$ cat src/rtl/core/slth_pkg.sv
// types, constants and helper functions shared by the summed lookup table heuristic
package slth_pkg;

  // sizes of the table store
  localparam int unsigned MaxTables = 16;
  localparam int unsigned MaxStates = 256;
  localparam int unsigned MaxAbs    = 64;

  localparam int unsigned TIdxW    = (MaxTables > 1) ? $clog2(MaxTables) : 1;
  localparam int unsigned UsedW    = $clog2(MaxTables + 1);
  localparam int unsigned StateW   = $clog2(MaxStates);
  localparam int unsigned AbsIdxW  = (MaxAbs > 1) ? $clog2(MaxAbs) : 1;
  localparam int unsigned EntAddrW = TIdxW + StateW;
  localparam int unsigned ClrW     = StateW + 1;

  // fixed payload widths
  localparam int unsigned AbsW  = 6;
  localparam int unsigned SlotW = 8;
  localparam int unsigned ValW  = 32;

  // infinity codes and the finite saturation limit
  localparam logic signed [ValW-1:0] PosInf  = 32'sh7FFF_FFFF;
  localparam logic signed [ValW-1:0] NegInf  = 32'sh8000_0001;
  localparam logic signed [ValW-1:0] MostNeg = 32'sh8000_0000;
  localparam logic signed [ValW-1:0] FinMax  = 32'sh7FFF_FFFE;
  localparam logic signed [ValW-1:0] FinMin  = 32'sh8000_0002;
  localparam logic signed [ValW:0]   SumMax  = 33'sh0_7FFF_FFFE;
  localparam logic signed [ValW:0]   SumMin  = -33'sh0_7FFF_FFFE;

  // item function codes
  localparam logic FuncAdd   = 1'b0;
  localparam logic FuncQuery = 1'b1;

  typedef enum logic [2:0] {
    StIdle,
    StAddChk,
    StClear,
    StEvQid,
    StEvEnt,
    StEvAcc,
    StDone
  } slth_state_e;

  // one input beat
  typedef struct packed {
    logic                   func;
    logic [AbsW-1:0]        abstraction;
    logic [SlotW-1:0]       slot;
    logic signed [ValW-1:0] value;
    logic                   last;
  } slth_item_t;

  // controller to datapath
  typedef struct packed {
    logic capture;
    logic qid_wr;
    logic merge_wr;
    logic claim;
    logic set_full;
    logic clr_wr;
    logic ev_start;
    logic ev_qid_rd;
    logic ev_ent_rd;
    logic ev_acc;
    logic out_load;
  } slth_cmd_t;

  // datapath to controller
  typedef struct packed {
    logic abs_ok;
    logic hit;
    logic val_zero;
    logic used_full;
    logic used_zero;
    logic clr_last;
    logic ev_stop;
    logic out_free;
  } slth_status_t;

  function automatic logic is_inf(logic signed [ValW-1:0] x);
    return (x == PosInf) || (x == NegInf);
  endfunction

  // finite add saturating short of infinity
  function automatic logic signed [ValW-1:0] sat_add(logic signed [ValW-1:0] a,
                                                     logic signed [ValW-1:0] b);
    logic signed [ValW:0] s;
    s = {a[ValW-1], a} + {b[ValW-1], b};
    if (s > SumMax) begin
      return FinMax;
    end else if (s < SumMin) begin
      return FinMin;
    end
    return s[ValW-1:0];
  endfunction

endpackage

$ cat src/rtl/core/slth_ctrl.sv
// sequencer for adds, table claims with clearing, and evaluation
module slth_ctrl import slth_pkg::*; (
  input  logic         clk_i,
  input  logic         rst_ni,
  input  logic         in_valid_i,
  input  logic         in_func_i,
  input  logic         in_last_i,
  output logic         in_ready_o,
  input  slth_status_t status_i,
  output slth_cmd_t    cmd_o
);

  slth_state_e state_q, state_d;

  // state register
  always_ff @(posedge clk_i or negedge rst_ni) begin
    if (!rst_ni) begin
      state_q <= StIdle;
    end else begin
      state_q <= state_d;
    end
  end

  // next state and commands
  always_comb begin
    state_d    = state_q;
    cmd_o      = '0;
    in_ready_o = 1'b0;
    case (state_q)
      StIdle: begin
        in_ready_o = 1'b1;
        if (in_valid_i && status_i.abs_ok) begin
          cmd_o.capture = 1'b1;
          if (in_func_i == FuncAdd) begin
            state_d = StAddChk;
          end else begin
            cmd_o.qid_wr = 1'b1;
            if (in_last_i) begin
              cmd_o.ev_start = 1'b1;
              state_d = status_i.used_zero ? StDone : StEvQid;
            end
          end
        end
      end
      StAddChk: begin
        state_d = StIdle;
        if (status_i.hit) begin
          cmd_o.merge_wr = 1'b1;
        end else if (status_i.val_zero) begin
          state_d = StIdle;
        end else if (status_i.used_full) begin
          cmd_o.set_full = 1'b1;
        end else begin
          cmd_o.claim = 1'b1;
          state_d     = StClear;
        end
      end
      StClear: begin
        cmd_o.clr_wr = 1'b1;
        if (status_i.clr_last) begin
          state_d = StIdle;
        end
      end
      StEvQid: begin
        cmd_o.ev_qid_rd = 1'b1;
        state_d         = StEvEnt;
      end
      StEvEnt: begin
        cmd_o.ev_ent_rd = 1'b1;
        state_d         = StEvAcc;
      end
      StEvAcc: begin
        cmd_o.ev_acc = 1'b1;
        state_d      = status_i.ev_stop ? StDone : StEvQid;
      end
      StDone: begin
        if (status_i.out_free) begin
          cmd_o.out_load = 1'b1;
          state_d        = StIdle;
        end
      end
      default: begin
        state_d = StIdle;
      end
    endcase
  end

endmodule

$ cat config.mk
export PLATFORM = sky130hd
export DESIGN_NAME = slth_ctrl
export DESIGN_NICKNAME = d
export VERILOG_FILES = /design/src/rtl/core/slth_pkg.sv /design/src/rtl/core/slth_ctrl.sv
export SDC_FILE = /design/constraint.sdc
export NUM_CORES = 1
export LEC_CHECK = 0
export ABC_AREA = 1
export ABC_CLOCK_PERIOD_IN_PS = 1000
export BUFFER_PORTS_ARGS = -buffer_cell sky130_fd_sc_hd__buf_2
export CAP_MARGIN = 10
export CORE_AREA = 3 3 40 42
export DETAILED_ROUTE_END_ITERATION = 7
export DIE_AREA = 0 0 43 45
export GPL_TIMING_DRIVEN = 0
export PLACE_DENSITY = 0.62
export SLEW_MARGIN = 30
export SYNTH_ARGS = -nofsm -noshare
export SYNTH_HDL_FRONTEND = slang
export SYNTH_SLANG_ARGS = --single-unit
export TNS_END_PERCENT = 10
$ cat constraint.sdc
create_clock -name clk_i -period 1 [get_ports clk_i]
set_input_delay 0 -clock clk_i [delete_from_list [all_inputs] [get_ports clk_i]]
set_output_delay 0 -clock clk_i [all_outputs]
set_load 0.005 [all_outputs]
; Yosys cells after proc, flatten, opt, wreduce, memory -nomap -nowiden
; Index checks and enable logic that the tools add are counted.
[word_totals]
output_inout_bits = 12
reg_bits = 3
[op_classes]
reduce_logical = 3
n_mux = 31
n_eq_ne = 10
[ops]
columns = operator, count
row1 = 2-to-1 mux 3 bit, 8
row2 = one-hot mux 3 bit (7 select lines), 1
row3 = 2-to-1 mux 1 bit, 15
row4 = 2-to-1 mux 2 bit, 7
row5 = "equality test 3 bit, second input constant", 3
row6 = "equality test 3 x 2 -> 1 bit, second input constant", 2
row7 = "inequality test 2 bit, second input constant", 3
row8 = AND reduction 4 bit, 1
row9 = "equality test 3 x 1 -> 1 bit, second input constant", 1
row10 = logical NOT 3 bit, 1
row11 = "inequality test 3 bit, second input constant", 1
row12 = logical AND 1 bit, 1

; Longest topological paths before layout
[logic_depth]
depth_word = 5
ltp_mapped = 8
ltp_nobuf = 8

; Worst setup path after synthesis
; Ideal clock, no wire load.
[synth_path]
path_type = flip-flop to flip-flop
from = reg state_q[0]
to = reg state_q[1]
n_path_buf = 0
path_slack_ns = -0.046
required_time_ns = 0.935
t_arrival_ns = 0.981
path_stages_with_launch = 8
cell_sequence = dfrtp_1 > nor2_2 > nand2_2 > nor2_1 > nor2_1 > nand2_1 > nand2_1 > nand2_1
[synth_via]
elab_chain_len = 3
word_cells_on_any_way = 13
cone_classes = 10 x eq/ne / 1 x mux / 2 x reduce/logical
[synth_rtl]
columns = element, line
row1 = from (decl), slth_ctrl.sv:13  ; slth_state_e state_q, state_d;
row2 = from (signal assigned), slth_ctrl.sv:18  ; state_q <= StIdle;
row3 = from (signal assigned), slth_ctrl.sv:20  ; state_q <= state_d;
row4 = equality test 3 x 2 -> 1 bit (tied with other cells), slth_ctrl.sv:29  ; case (state_q)
row5 = inequality test 2 bit (no line) / inequality test 3 bit (equally long branches), -
row6 = AND reduction 4 bit (no line), -
; Parallel ways exist; a longest one is shown, timed or not.
; A chain may end at the register's enable or synchronous reset.

==> summary.txt <==
Critical path, cell by cell = nor2_4 > nand2_4 > nor4_2 > buf_2
Fill cell count = 146
First-pass GRT wire length = 1607 um
WL per Instance = 8.816 um
Cell family with most CP delay = flip-flops
FF-to-FF End = state_q[1]$_DFFE_PN0P_
Final Non-Filler Cells = 114
Worst hold slack = 0.09371 ns
Top cells by area, synth = dfrtp_1 22%, inv_1 17%, nand2_1 15%
CP bufs+invs = 1
Post-synthesis register bit count = 3
Clk buf depth = 2
Diodes inserted = 0
Max Clock Skew = 0.001805 ns
Setup TNS = -2.098 ns
TritonRoute pass-1 iters = 3
Share of layout cells above drive strength 1 = 42.42%
Post-Syn Area = 344.1 sq um
TritonCTS Buffers = 3
Lkg Pwr = 0.3831 nW
Largest register by flop count = state_q
Critical Path Source = state_q[1]$_DFFE_PN0P_
DRC = 0
CTS H-Tree Depth = 1
Max Freq = 0.8120 GHz
Die width = 43 um
Slew margin rel. = 86.98%
Largest register FFs = 3
Synth Warn # = 0
Yosys top cell by area = dfrtp_1
R2R Setup Slk = -0.17 ns
Clk slew on worst S/H paths = 0.04 ns
Worst slew pin tran = 0.1938 ns
DR top layer = met3
Worst-skew pair later-pin latency = 0.23 ns
Mapped Nets = 80
Setup violators final = 15
Commonest cells after routing, fill and taps aside = 24 x buf_2, 15 x inv_1, 14 x nor2_1, 13 x nand2_1, 9 x nand3_1
Peak fanout along the critical path = 6
# port buffers = 24
Kind of critical path = flop to output pin
GRT Overall Usage = 10.42%
Dpl ws = -0.1715 ns
Final Wtd Congestion = 0.7608
Critical Path RT = 1.00 ns
Die Footprint = 0.001935 sq mm
WL met3 = 99 um
HP Class = input pin to asynchronous set/reset pin
Ports = 25
End point of the critical path = cmd_o[4]
Fin crit period = 1.232 ns
Avg Inst Size Synth = 5.136 sq um
Peak VDD IR = 0.0006119 V
Antenna-violating nets left = 0
Largest regs = state_q x3
Area Overhead vs Synth = 69.45%
Post-Place Cell Area = 489.2 sq um
Overall routed net length = 1005 um
Max-slew violations = 0
Grt ovf = 0
Tcrit/Tclk final = 123.2%
CP peak stage delay = 0.45 ns
Antenna violations before repair = 0
Row count = 13
Total Nets Final = 113
Initial Utilization = 26.78%
Data arrival, critical path = 1.23 ns
FF-to-FF Start = state_q[1]$_DFFE_PN0P_
Dpl cells = 106
Post-synth top area share = 21.82%
Violations in the final reports = negative setup slack
Root Buffer = clkbuf_4
Final setup margin = -0.2316 ns
Routed metal-1 wirelength = 423 um
Die H = 45 um
Crit. path cell count = 4
Reg2Reg Depth = 7
Initial DRC count = 6
Clock Sinks = 3
Crit start category = flop
Unrepaired setup endpoints after global routing = true
Setup crit end kind = output pin
Mapped Cells = 67
Post-synthesis sequential area ratio = 21.82%
CTS tree = yes
Routed via count = 492
DP HPWL = 773.5 um
Core area = 0.001285 sq mm
Largest net degree at the start of global routing = 10
PwrDens = 2253 mW/mm^2
Final Hold Fails = 0
Vias in the first global route = 406
Cell variety after synth = 12
Status = finished with violations
CP max stage cell = dfrtp_2
DR WL met2 = 483 um
DR vias/cell = 4.316
Fin area = 583.1 sq um
Most frequent standard cell in the layout excluding fill and tap cells = buf_2
Max Cap Violations = 0
[final cells by class]
cell class                      instances  area (sq um)  area share, %
Multi-Input combinational cell         47         240.2          41.20
Timing Repair Buffer                   28         152.6          26.18
Sequential cell                         3         78.83          13.52
Inverter                               17         66.31          11.37
Clock buffer                            4         26.28          4.506
Tap cell                               15         18.77          3.219
[worst min-delay path by stage]
| stage | slack [ns] | endpoint | cells after the start | startpoint |
|---|---|---|---|---|
| after floorplan | -0.30 | state_q[0]$_DFFE_PN0P_ | 0 | rst_ni |
| after global placement | -0.20 | state_q[0]$_DFFE_PN0P_ | 1 | rst_ni |
| after detailed placement | -0.20 | state_q[0]$_DFFE_PN0P_ | 1 | rst_ni |
| after CTS | 0.09 | state_q[2]$_DFFE_PN0P_ | 2 | rst_ni |
| after global routing | 0.11 | state_q[0]$_DFFE_PN0P_ | 2 | rst_ni |
| final | 0.09 | state_q[0]$_DFFE_PN0P_ | 2 | rst_ni |
[cells in the mapped netlist]
| master | n |
|---|---|
| nand3_1 | 9 |
| inv_1 | 16 |
| nor3_1 | 4 |
| nor4_1 | 2 |
| nand2_1 | 14 |
| inv_2 | 1 |
| o21ai_0 | 1 |
| a21oi_1 | 1 |
| nor2_1 | 14 |
| nor2_2 | 1 |
| dfrtp_1 | 3 |
| nand2_2 | 1 |
[cells by family after synthesis]
family | count (synthesis) | share of synthesized area [%]
DFF | 3 | 21.82
AOI/OAI and AO/OA | 2 | 2.906
and+or+nand+nor | 45 | 56.73
buffers and inverters | 17 | 18.55
[timing repair]
action                                  in CTS  in global routing
hold buffers                                 1                  0
resized for setup                            2                  8
pin swaps                                    2                  2
endpoints found under the setup margin      15                 15
hold endpoints to repair                     3                  0
setup buffers                                0                  3
[worst register-to-register path: cells and delay by family, from the launching register on]
| kind | cells | cell delay (ns) |
|---|---|---|
| flip-flops | 1 | 0.45 |
| buffers and inverters | 1 | 0.13 |
| AND/OR/NAND/NOR | 6 | 0.49 |
[metrics by stage]
stage          total power, mW  util [%]
3_5_place_dp            0.9480     38.07
5_1_grt                  1.469     45.37
3_3_place_gp            0.9473     38.07
2_1_floorplan           0.7244         -
6_report                 1.313     45.37
4_1_cts                  1.186     41.38
[power breakdown]
group	total, mW	internal [mW]	switching [mW]
Combinational	0.828	0.355	0.473
Sequential	0.283	0.182	0.100
Clock	0.203	0.149	0.0544
Total	1.31	0.686	0.628
[routing by layer]
metal | track usage (%) | vias up
met4 | 1.807 | 0
met2 | 16.47 | 19
met5 | 0 | -
met1 | 14.25 | 202
li1 | - | 271
met3 | 3.187 | 0
No activity file was read; power rests on OpenSTA's default activity.
